**config.mk**
```make
export PLATFORM = sky130hd
export DESIGN_NAME = ordered_array_list_engine
export DESIGN_NICKNAME = d
export VERILOG_FILES = /design/src/rtl/core/oale_pkg.sv /design/src/rtl/core/oale_ctrl.sv /design/src/rtl/core/oale_dp.sv /design/src/rtl/core/ordered_array_list_engine.sv
export VERILOG_INCLUDE_DIRS = /design/src /design/src/rtl/core
export SDC_FILE = /design/constraint.sdc
export NUM_CORES = 1
export LEC_CHECK = 0
export ABC_AREA = 1
export BUFFER_PORTS_ARGS = -buffer_cell sky130_fd_sc_hd__buf_4
export CORE_MARGIN = 2
export CORE_UTILIZATION = 64
export DETAILED_ROUTE_END_ITERATION = 12
export PLACE_DENSITY_LB_ADDON = 0.2
export SLEW_MARGIN = 20
export SYNTH_ARGS = -nofsm -noshare
export SYNTH_HDL_FRONTEND = slang
export SYNTH_SLANG_ARGS = --single-unit
```
**constraint.sdc**
```tcl
create_clock -name clk -period 19.45 [get_ports clk]
set_input_delay 0.9725 -clock clk [delete_from_list [all_inputs] [get_ports clk]]
set_output_delay 0.9725 -clock clk [all_outputs]
set_load 0.05 [all_outputs]
```
**src/rtl/core/ordered_array_list_engine_defines.svh**
```systemverilog
// ----------------------------------------------------------------------------
// Ordered array list engine: assertion macros
// Shared property wrappers, clocked on clk and disabled while rst_n is low.
// ----------------------------------------------------------------------------
`ifndef ORDERED_ARRAY_LIST_ENGINE_DEFINES_SVH
`define ORDERED_ARRAY_LIST_ENGINE_DEFINES_SVH

// same-cycle implication
`define OALE_ASSERT_NOW(label, ante, cons, msg) \
    label: assert property (@(posedge clk) disable iff (!rst_n) (ante) |-> (cons)) \
        else $error(msg);

// next-cycle implication
`define OALE_ASSERT_NEXT(label, ante, cons, msg) \
    label: assert property (@(posedge clk) disable iff (!rst_n) (ante) |=> (cons)) \
        else $error(msg);

`endif

```
**src/rtl/core/oale_pkg.sv**
```systemverilog
// ----------------------------------------------------------------------------
// Ordered array list engine package
// Item types, operation codes, controller states and control/status structs.
// ----------------------------------------------------------------------------
`timescale 1ns / 1ps

package oale_pkg;

    localparam int CAPACITY_DEF   = 16;
    localparam int WORD_WIDTH_DEF = 32;

    localparam int KIND_W  = 2;
    localparam int POS_W   = 5;
    localparam int FIELD_W = 32;
    localparam int FOUND_W = 4;
    localparam int COUNT_W = 5;

    typedef enum logic [KIND_W-1:0] {
        KIND_INSERT = 2'd0,
        KIND_REMOVE = 2'd1,
        KIND_SEARCH = 2'd2
    } kind_t;

    typedef struct packed {
        logic [KIND_W-1:0]  kind;
        logic [POS_W-1:0]   position;
        logic [FIELD_W-1:0] value;
        logic [FIELD_W-1:0] key;
    } req_t;

    typedef struct packed {
        logic               ok;
        logic [FOUND_W-1:0] found_position;
        logic [FIELD_W-1:0] removed_value;
        logic [COUNT_W-1:0] count;
    } rsp_t;

    typedef enum logic [3:0] {
        S_IDLE,
        S_DECODE,
        S_INS_STEP,
        S_INS_RD,
        S_INS_WR,
        S_INS_PUT,
        S_REM_RD,
        S_REM_CAP,
        S_REM_STEP,
        S_REM_RD2,
        S_REM_WR,
        S_SRCH_STEP,
        S_SRCH_RD,
        S_SRCH_CMP,
        S_DONE
    } state_t;

    typedef enum logic [2:0] {
        IDX_HOLD,
        IDX_LOAD_LEN,
        IDX_LOAD_POS,
        IDX_LOAD_ZERO,
        IDX_INC,
        IDX_DEC
    } idx_op_t;

    typedef enum logic [1:0] {
        RD_IDX,
        RD_IDX_DEC,
        RD_IDX_INC
    } rd_sel_t;

    typedef enum logic {
        WR_SHIFT,
        WR_VALUE
    } wr_sel_t;

    typedef struct packed {
        logic    capture;
        logic    clear_res;
        idx_op_t idx_op;
        logic    rd_en;
        rd_sel_t rd_sel;
        logic    wr_en;
        wr_sel_t wr_sel;
        logic    take_removed;
        logic    set_ok;
        logic    set_found;
        logic    finish;
    } ctl_cmd_t;

    typedef struct packed {
        logic [KIND_W-1:0] kind;
        logic              ins_ok;
        logic              rem_ok;
        logic              idx_eq_pos;
        logic              rem_more;
        logic              srch_more;
        logic              match;
        logic              out_free;
    } dp_status_t;

endpackage

```
**src/rtl/core/oale_ctrl.sv**
```systemverilog
// ----------------------------------------------------------------------------
// Ordered array list engine controller
// Sequences insert shifts, remove shifts and search scans over the store.
// ----------------------------------------------------------------------------
`timescale 1ns / 1ps
`include "ordered_array_list_engine_defines.svh"

module oale_ctrl (
    input  logic                 clk,
    input  logic                 rst_n,
    input  logic                 req_valid,
    output logic                 req_ready,
    input  oale_pkg::dp_status_t status,
    output oale_pkg::ctl_cmd_t   cmd
);

    import oale_pkg::*;

    state_t state_reg;
    state_t state_next;

    always_ff @(posedge clk or negedge rst_n)
    begin
        if (!rst_n)
        begin
            state_reg <= S_IDLE;
        end
        else
        begin
            state_reg <= state_next;
        end
    end

    always_comb
    begin
        state_next = state_reg;
        case (state_reg)
            S_IDLE:
            begin
                if (req_valid)
                begin
                    state_next = S_DECODE;
                end
            end
            S_DECODE:
            begin
                case (status.kind)
                    KIND_INSERT: state_next = status.ins_ok ? S_INS_STEP : S_DONE;
                    KIND_REMOVE: state_next = status.rem_ok ? S_REM_RD : S_DONE;
                    KIND_SEARCH: state_next = S_SRCH_STEP;
                    default:     state_next = S_DONE;
                endcase
            end
            S_INS_STEP:  state_next = status.idx_eq_pos ? S_INS_PUT : S_INS_RD;
            S_INS_RD:    state_next = S_INS_WR;
            S_INS_WR:    state_next = S_INS_STEP;
            S_INS_PUT:   state_next = S_DONE;
            S_REM_RD:    state_next = S_REM_CAP;
            S_REM_CAP:   state_next = S_REM_STEP;
            S_REM_STEP:  state_next = status.rem_more ? S_REM_RD2 : S_DONE;
            S_REM_RD2:   state_next = S_REM_WR;
            S_REM_WR:    state_next = S_REM_STEP;
            S_SRCH_STEP: state_next = status.srch_more ? S_SRCH_RD : S_DONE;
            S_SRCH_RD:   state_next = S_SRCH_CMP;
            S_SRCH_CMP:  state_next = status.match ? S_DONE : S_SRCH_STEP;
            S_DONE:
            begin
                if (status.out_free)
                begin
                    state_next = S_IDLE;
                end
            end
            default:     state_next = S_IDLE;
        endcase
    end

    always_comb
    begin
        req_ready        = 1'b0;
        cmd              = '0;
        cmd.idx_op       = IDX_HOLD;
        cmd.rd_sel       = RD_IDX;
        cmd.wr_sel       = WR_SHIFT;
        case (state_reg)
            S_IDLE:
            begin
                req_ready   = 1'b1;
                cmd.capture = req_valid;
            end
            S_DECODE:
            begin
                cmd.clear_res = 1'b1;
                case (status.kind)
                    KIND_INSERT: cmd.idx_op = IDX_LOAD_LEN;
                    KIND_REMOVE: cmd.idx_op = IDX_LOAD_POS;
                    KIND_SEARCH: cmd.idx_op = IDX_LOAD_ZERO;
                    default:     cmd.idx_op = IDX_HOLD;
                endcase
            end
            S_INS_RD:
            begin
                cmd.rd_en  = 1'b1;
                cmd.rd_sel = RD_IDX_DEC;
            end
            S_INS_WR:
            begin
                cmd.wr_en  = 1'b1;
                cmd.wr_sel = WR_SHIFT;
                cmd.idx_op = IDX_DEC;
            end
            S_INS_PUT:
            begin
                cmd.wr_en  = 1'b1;
                cmd.wr_sel = WR_VALUE;
                cmd.set_ok = 1'b1;
            end
            S_REM_RD:
            begin
                cmd.rd_en  = 1'b1;
                cmd.rd_sel = RD_IDX;
            end
            S_REM_CAP:
            begin
                cmd.take_removed = 1'b1;
                cmd.set_ok       = 1'b1;
            end
            S_REM_RD2:
            begin
                cmd.rd_en  = 1'b1;
                cmd.rd_sel = RD_IDX_INC;
            end
            S_REM_WR:
            begin
                cmd.wr_en  = 1'b1;
                cmd.wr_sel = WR_SHIFT;
                cmd.idx_op = IDX_INC;
            end
            S_SRCH_RD:
            begin
                cmd.rd_en  = 1'b1;
                cmd.rd_sel = RD_IDX;
            end
            S_SRCH_CMP:
            begin
                if (status.match)
                begin
                    cmd.set_found = 1'b1;
                end
                else
                begin
                    cmd.idx_op = IDX_INC;
                end
            end
            S_DONE:
            begin
                cmd.finish = status.out_free;
            end
            default:
            begin
                req_ready = 1'b0;
            end
        endcase
    end

    `OALE_ASSERT_NEXT(a_accept_decodes, req_valid && req_ready, state_reg == S_DECODE, "accepted item did not go to decode")

endmodule

```
**src/rtl/core/oale_dp.sv**
```systemverilog
// ----------------------------------------------------------------------------
// Ordered array list engine datapath
// Entry memory, length, scan index, item capture and result register.
// ----------------------------------------------------------------------------
`timescale 1ns / 1ps
`include "ordered_array_list_engine_defines.svh"

module oale_dp #(
    parameter int CAPACITY   = oale_pkg::CAPACITY_DEF,
    parameter int WORD_WIDTH = oale_pkg::WORD_WIDTH_DEF
) (
    input  logic                 clk,
    input  logic                 rst_n,
    input  oale_pkg::req_t       req,
    output oale_pkg::rsp_t       rsp,
    output logic                 rsp_valid,
    input  logic                 rsp_ready,
    input  oale_pkg::ctl_cmd_t   cmd,
    output oale_pkg::dp_status_t status
);

    import oale_pkg::*;

    localparam int IDX_W = $clog2(CAPACITY);
    localparam int LEN_W = $clog2(CAPACITY + 1);
    localparam int CMP_W = (LEN_W > POS_W) ? LEN_W : POS_W;

    logic [WORD_WIDTH-1:0] mem [CAPACITY];

    logic [KIND_W-1:0]     kind_reg;
    logic [POS_W-1:0]      pos_reg;
    logic [WORD_WIDTH-1:0] value_reg;
    logic [WORD_WIDTH-1:0] key_reg;
    logic [WORD_WIDTH-1:0] rd_data_reg;
    logic [WORD_WIDTH-1:0] removed_reg;
    logic [FOUND_W-1:0]    found_reg;
    logic                  ok_reg;
    rsp_t                  rsp_reg;

    logic [LEN_W-1:0]      len_reg;
    logic [LEN_W-1:0]      len_next;
    logic [LEN_W-1:0]      idx_reg;
    logic [LEN_W-1:0]      idx_next;
    logic                  rsp_valid_reg;
    logic                  rsp_valid_next;

    logic [LEN_W-1:0]      idx_inc;
    logic [LEN_W-1:0]      idx_dec;
    logic [CMP_W-1:0]      pos_cmp;
    logic [CMP_W-1:0]      len_cmp;
    logic [CMP_W-1:0]      idx_cmp;
    logic [IDX_W-1:0]      rd_addr;
    logic [IDX_W-1:0]      wr_addr;
    logic [WORD_WIDTH-1:0] wr_data;

    assign idx_inc = idx_reg + LEN_W'(1);
    assign idx_dec = idx_reg - LEN_W'(1);
    assign pos_cmp = CMP_W'(pos_reg);
    assign len_cmp = CMP_W'(len_reg);
    assign idx_cmp = CMP_W'(idx_reg);

    always_comb
    begin
        status.kind       = kind_reg;
        status.ins_ok     = (pos_cmp <= len_cmp) && (len_reg < LEN_W'(CAPACITY));
        status.rem_ok     = pos_cmp < len_cmp;
        status.idx_eq_pos = idx_cmp == pos_cmp;
        status.rem_more   = idx_inc < len_reg;
        status.srch_more  = idx_reg < len_reg;
        status.match      = rd_data_reg == key_reg;
        status.out_free   = !rsp_valid_reg || rsp_ready;
    end

    always_comb
    begin
        case (cmd.rd_sel)
            RD_IDX:     rd_addr = IDX_W'(idx_reg);
            RD_IDX_DEC: rd_addr = IDX_W'(idx_dec);
            RD_IDX_INC: rd_addr = IDX_W'(idx_inc);
            default:    rd_addr = IDX_W'(idx_reg);
        endcase
    end

    always_comb
    begin
        case (cmd.wr_sel)
            WR_SHIFT:
            begin
                wr_addr = IDX_W'(idx_reg);
                wr_data = rd_data_reg;
            end
            WR_VALUE:
            begin
                wr_addr = IDX_W'(pos_reg);
                wr_data = value_reg;
            end
            default:
            begin
                wr_addr = IDX_W'(idx_reg);
                wr_data = rd_data_reg;
            end
        endcase
    end

    always_ff @(posedge clk)
    begin
        if (cmd.wr_en)
        begin
            mem[wr_addr] <= wr_data;
        end
        if (cmd.rd_en)
        begin
            rd_data_reg <= mem[rd_addr];
        end
    end

    always_comb
    begin
        case (cmd.idx_op)
            IDX_HOLD:      idx_next = idx_reg;
            IDX_LOAD_LEN:  idx_next = len_reg;
            IDX_LOAD_POS:  idx_next = LEN_W'(pos_reg);
            IDX_LOAD_ZERO: idx_next = '0;
            IDX_INC:       idx_next = idx_inc;
            IDX_DEC:       idx_next = idx_dec;
            default:       idx_next = idx_reg;
        endcase
    end

    always_comb
    begin
        len_next = len_reg;
        if (cmd.finish && ok_reg)
        begin
            if (kind_reg == KIND_INSERT)
            begin
                len_next = len_reg + LEN_W'(1);
            end
            else if (kind_reg == KIND_REMOVE)
            begin
                len_next = len_reg - LEN_W'(1);
            end
        end
    end

    always_comb
    begin
        rsp_valid_next = rsp_valid_reg;
        if (cmd.finish)
        begin
            rsp_valid_next = 1'b1;
        end
        else if (rsp_ready)
        begin
            rsp_valid_next = 1'b0;
        end
    end

    always_ff @(posedge clk or negedge rst_n)
    begin
        if (!rst_n)
        begin
            len_reg       <= '0;
            rsp_valid_reg <= 1'b0;
        end
        else
        begin
            len_reg       <= len_next;
            rsp_valid_reg <= rsp_valid_next;
        end
    end

    always_ff @(posedge clk)
    begin
        idx_reg <= idx_next;
        if (cmd.capture)
        begin
            kind_reg  <= req.kind;
            pos_reg   <= req.position;
            value_reg <= WORD_WIDTH'(req.value);
            key_reg   <= WORD_WIDTH'(req.key);
        end
        if (cmd.clear_res)
        begin
            ok_reg      <= 1'b0;
            found_reg   <= '0;
            removed_reg <= '0;
        end
        else
        begin
            if (cmd.set_ok || cmd.set_found)
            begin
                ok_reg <= 1'b1;
            end
            if (cmd.set_found)
            begin
                found_reg <= FOUND_W'(idx_reg);
            end
            if (cmd.take_removed)
            begin
                removed_reg <= rd_data_reg;
            end
        end
        if (cmd.finish)
        begin
            rsp_reg.ok             <= ok_reg;
            rsp_reg.found_position <= found_reg;
            rsp_reg.removed_value  <= FIELD_W'(removed_reg);
            rsp_reg.count          <= COUNT_W'(len_next);
        end
    end

    assign rsp       = rsp_reg;
    assign rsp_valid = rsp_valid_reg;

    `OALE_ASSERT_NOW(a_len_bound, 1'b1, len_reg <= LEN_W'(CAPACITY), "list length above capacity")
    `OALE_ASSERT_NOW(a_wr_in_list, cmd.wr_en, idx_reg <= len_reg, "memory write past list end")
    `OALE_ASSERT_NEXT(a_ins_grows, cmd.finish && ok_reg && (kind_reg == KIND_INSERT), len_reg == $past(len_reg) + LEN_W'(1), "insert did not grow list")

endmodule

```
**src/rtl/core/ordered_array_list_engine.sv**
```systemverilog
// Ordering: items are handled one at a time; a new item is accepted only after
//   the previous one has left its done state.
// Shifts: the entry memory is read and then written once per shifted entry,
//   in separate controller states.
// Stall: a result held by rsp_ready low keeps the next item from finishing.
// Reset: rst_n async active low empties the list; entries are not cleared.
// ----------------------------------------------------------------------------
// Ordered array list engine
// Positional word list with insert, remove and search over a shared memory.
// ----------------------------------------------------------------------------
`timescale 1ns / 1ps

module ordered_array_list_engine #(
    parameter int CAPACITY   = oale_pkg::CAPACITY_DEF,
    parameter int WORD_WIDTH = oale_pkg::WORD_WIDTH_DEF
) (
    input  logic           clk,
    input  logic           rst_n,
    input  logic           req_valid,
    output logic           req_ready,
    input  oale_pkg::req_t req,
    output logic           rsp_valid,
    input  logic           rsp_ready,
    output oale_pkg::rsp_t rsp
);

    import oale_pkg::*;

    ctl_cmd_t   cmd;
    dp_status_t status;

    oale_ctrl u_ctrl (
        .clk       (clk),
        .rst_n     (rst_n),
        .req_valid (req_valid),
        .req_ready (req_ready),
        .status    (status),
        .cmd       (cmd)
    );

    oale_dp #(
        .CAPACITY   (CAPACITY),
        .WORD_WIDTH (WORD_WIDTH)
    ) u_dp (
        .clk       (clk),
        .rst_n     (rst_n),
        .req       (req),
        .rsp       (rsp),
        .rsp_valid (rsp_valid),
        .rsp_ready (rsp_ready),
        .cmd       (cmd),
        .status    (status)
    );

endmodule
```
==> summary.md <==
| Metric | Value |
|---|---|
| Reg2reg path depth | 15 |
| Sink Count | 709 |
| Crit end category | flop |
| First-pass GRT wire length | 105 mm |
| Cell Rows | 77 |
| Yosys warning count | 0 |
| Final ANT Viol Nets | 0 |
| Leakage | 11.4 nW |
| Clock root cell | clkbuf_16 |
| Post-CTS setup buffers | 0 |
| Clock Skew | 0.0288 ns |
| IO Pins | 119 |
| CP max FO | 144 |
| Die width | 217 µm |
| Initial cell density of the core | 65.1% |
| Yosys cell types | 41 |
| Synth area leaders | edfxtp_1, o211ai_1, nand2_1, o21ai_0, dfxtp_1 |
| Area Overhead vs Synth | 12.8% |
| Initial antenna violation count | 0 |
| Number of global-route vias before repair | 17900 |
| Number of CTS-inserted buffers | 70 |
| CTS H-tree depth | 3 |
| Largest register FFs | 512 |
| Clock Latency Late Sink | 0.61 ns |
| DP Worst Slack | 14.57 ns |
| Global route total overflow | 0 |
| CTS max path bufs | 3 |
| TNS Setup | 0 ns |
| Total detailed-routing wirelength | 70.7 mm |
| Die H | 217 µm |
| Crit path kind | flop to flop |
| Pwr Density | 176 nW/µm² |
| Fin crit share | 25.4% |
| Footprint of the multi-input gates | 7080 µm² |
| Leading area contributor after synthesis | edfxtp_1 |
| Gate count after technology mapping | 2204 |
| Post-cts hold buffer count | 0 |
| Filler cells | 2805 |
| Unrepaired setup endpoints after global routing | false |
| Seq cells post-synth | 709 |
| Syn nets | 2303 |
| Worst Hold Class | primary input to async pin |
| Final setup margin | 14.51 ns |
| Relative slew slack | 23.2% |
| Largest net degree at the start of global routing | 145 |
| PortBufs | 118 |
| Sequential Area | 20900 µm² |
| Final setup viols | 0 |
| Syn avg cell area | 13.1 µm² |
| Final min period | 4.94 ns |
| Fin. Hold Viols | 0 |
| Worst EP required | 19.79 ns |
| Nets | 2413 |
| Clock transition at path regs | 0.06 ns |
| Post-Syn Area | 28900 µm² |
| Crit path DAT | 5.28 ns |
| Pre-Repair DR Iteration Count | 6 |
| Worst slew pin tran | 1.15 ns |
| Drt wl/cell | 23.9 µm |
| Full die area | 46900 µm² |
| Global Route Usage Sum | 30.3% |
| Worst setup SP type | flop |
| Fmax achieved | 203 MHz |
| Synth top area share | 68.7% |
| RePlAce Congestion | 0.893 |
| Post_cts resized | 0 |
| Core footprint | 44400 µm² |
| Slew Limit Fails | 0 |
| Layout cells sized above 1 | 14.7% |
| MaxCap Viol Count | 0 |
| CTS tree | done |
| Antenna cells | 0 |
| DR DRC count | 0 |
| Part of the Yosys area used for sequential elements | 72.2% |
| Starting DRC count in detailed routing | 2533 |
| Peak supply drop | 0.146 mV |
| Detail Placement HPWL | 36.6 mm |
| Vias/cell | 6.24 |
| Via Count | 18500 |
| Status | finished, final reports clean |
## placed cells by master (no fill, tap or decap), drive strengths merged, types with 4 or more instances in the layout
cell / instances
o21ai: 186
buf: 158
nor2: 197
dfxtp: 37
o21bai: 33
or2: 64
xor2: 12
nand3: 118
a21oi: 26
ha: 24
clkbuf: 94
nand2: 301
nand4: 10
o211ai: 228
inv: 143
dfrtp: 10
bufinv: 4
xnor2: 25
clkinv: 23
edfxtp: 662
## synth_stat cells, drive strengths merged
master  number
inv        138
a22oi        1
dfxtp       37
or2         64
o41ai        1
edfxtp     662
clkinv       2
nand3      118
nand4       10
dfrtp       10
xnor2       25
buf         67
a21oi       26
o211ai     228
a221o        1
o21ai      186
nor3         3
clkbuf      53
o221ai       1
nor2       197
a31oi        1
nor4         2
ha          24
o21bai      33
xor2        12
nand2      301
mux2i        1
## routing by layer
layer,up-vias,track usage [%],wire (µm),share of wire (%)
li1,8219,-,-,-
met4,0,11.3,2040,2.9
met5,-,0,0,0
met2,1157,47.0,32500,46
met1,8930,42.9,27900,39
met3,156,6.50,8210,12
## critical path, stage by stage (launching register included)
cell      delay (ns)
dfrtp_1         0.40
inv_1           0.10
nand2_1         0.22
nor2_1          0.23
inv_1           0.08
ha_1            0.34
inv_2           0.17
o211ai_2        0.16
nand2_8         0.60
buf_4           0.76
buf_4           0.87
nand2_1         0.18
o211ai_2        0.11
o211ai_1        0.12
nand3_1         0.13
nand2_1         0.07
## cells by family (layout without fill, tap and decap cells)
logic type,count (synthesis),count (layout),share of synthesized area (%)
xor gates and xnor gates,37,37,1.15
AOI/OAI and AO/OA,478,478,11.4
adders and majority gates,24,24,1.04
DFF,709,709,72.2
muxes,1,1,0.0346
and+or+nand+nor,695,695,10.3
buffers and inverters,260,425,3.98
## final cells by class
type	count	area share, %
Clock inverter	33	0.886
Sequential cell	709	64.0
Tap cell	592	2.27
Clock buffer	94	5.87
Multi-Input combinational cell	1235	21.7
Timing Repair Buffer	158	3.64
Inverter	140	1.63
## report_power, final
group / internal [mW] / switching, mW
clock network: 0.748 / 0.556
logic: 0.611 / 1.54
registers: 2.15 / 0.142
## per-stage QoR
| stage | instances | hold slack, ns | util (%) | power (mW) | instance area, µm² |
|---|---|---|---|---|---|
| floorplan | 2204 | 0.403 | - | 3.79 | 28900 |
| global placement | 2834 | 0.409 | 68.5 | 4.33 | 30400 |
| detailed placement | 2834 | 0.409 | 68.5 | 4.41 | 30400 |
| CTS | 2961 | 0.187 | 73.4 | 5.72 | 32600 |
| global route | 2961 | 0.201 | 73.4 | 6.02 | 32600 |
| finish | 2961 | 0.204 | 73.4 | 5.74 | 32600 |
## path summary, 6_finish.rpt
check	from	to	slack, ns
max	u_ctrl.state_reg[3]	u_dp.rd_data_reg[2]	14.51
min	rst_n	u_ctrl.state_reg[1]	0.20
max reg2reg	u_ctrl.state_reg[3]	u_dp.rd_data_reg[2]	14.51
min reg2reg	u_dp.removed_reg[4]	u_dp.rsp[9]	0.43
max in group asynchronous	rst_n	u_dp.len_cmp[2]	19.09
min in group clk	u_dp.removed_reg[4]	u_dp.rsp[9]	0.43
Note: power is estimated with default switching activity, not from simulation.
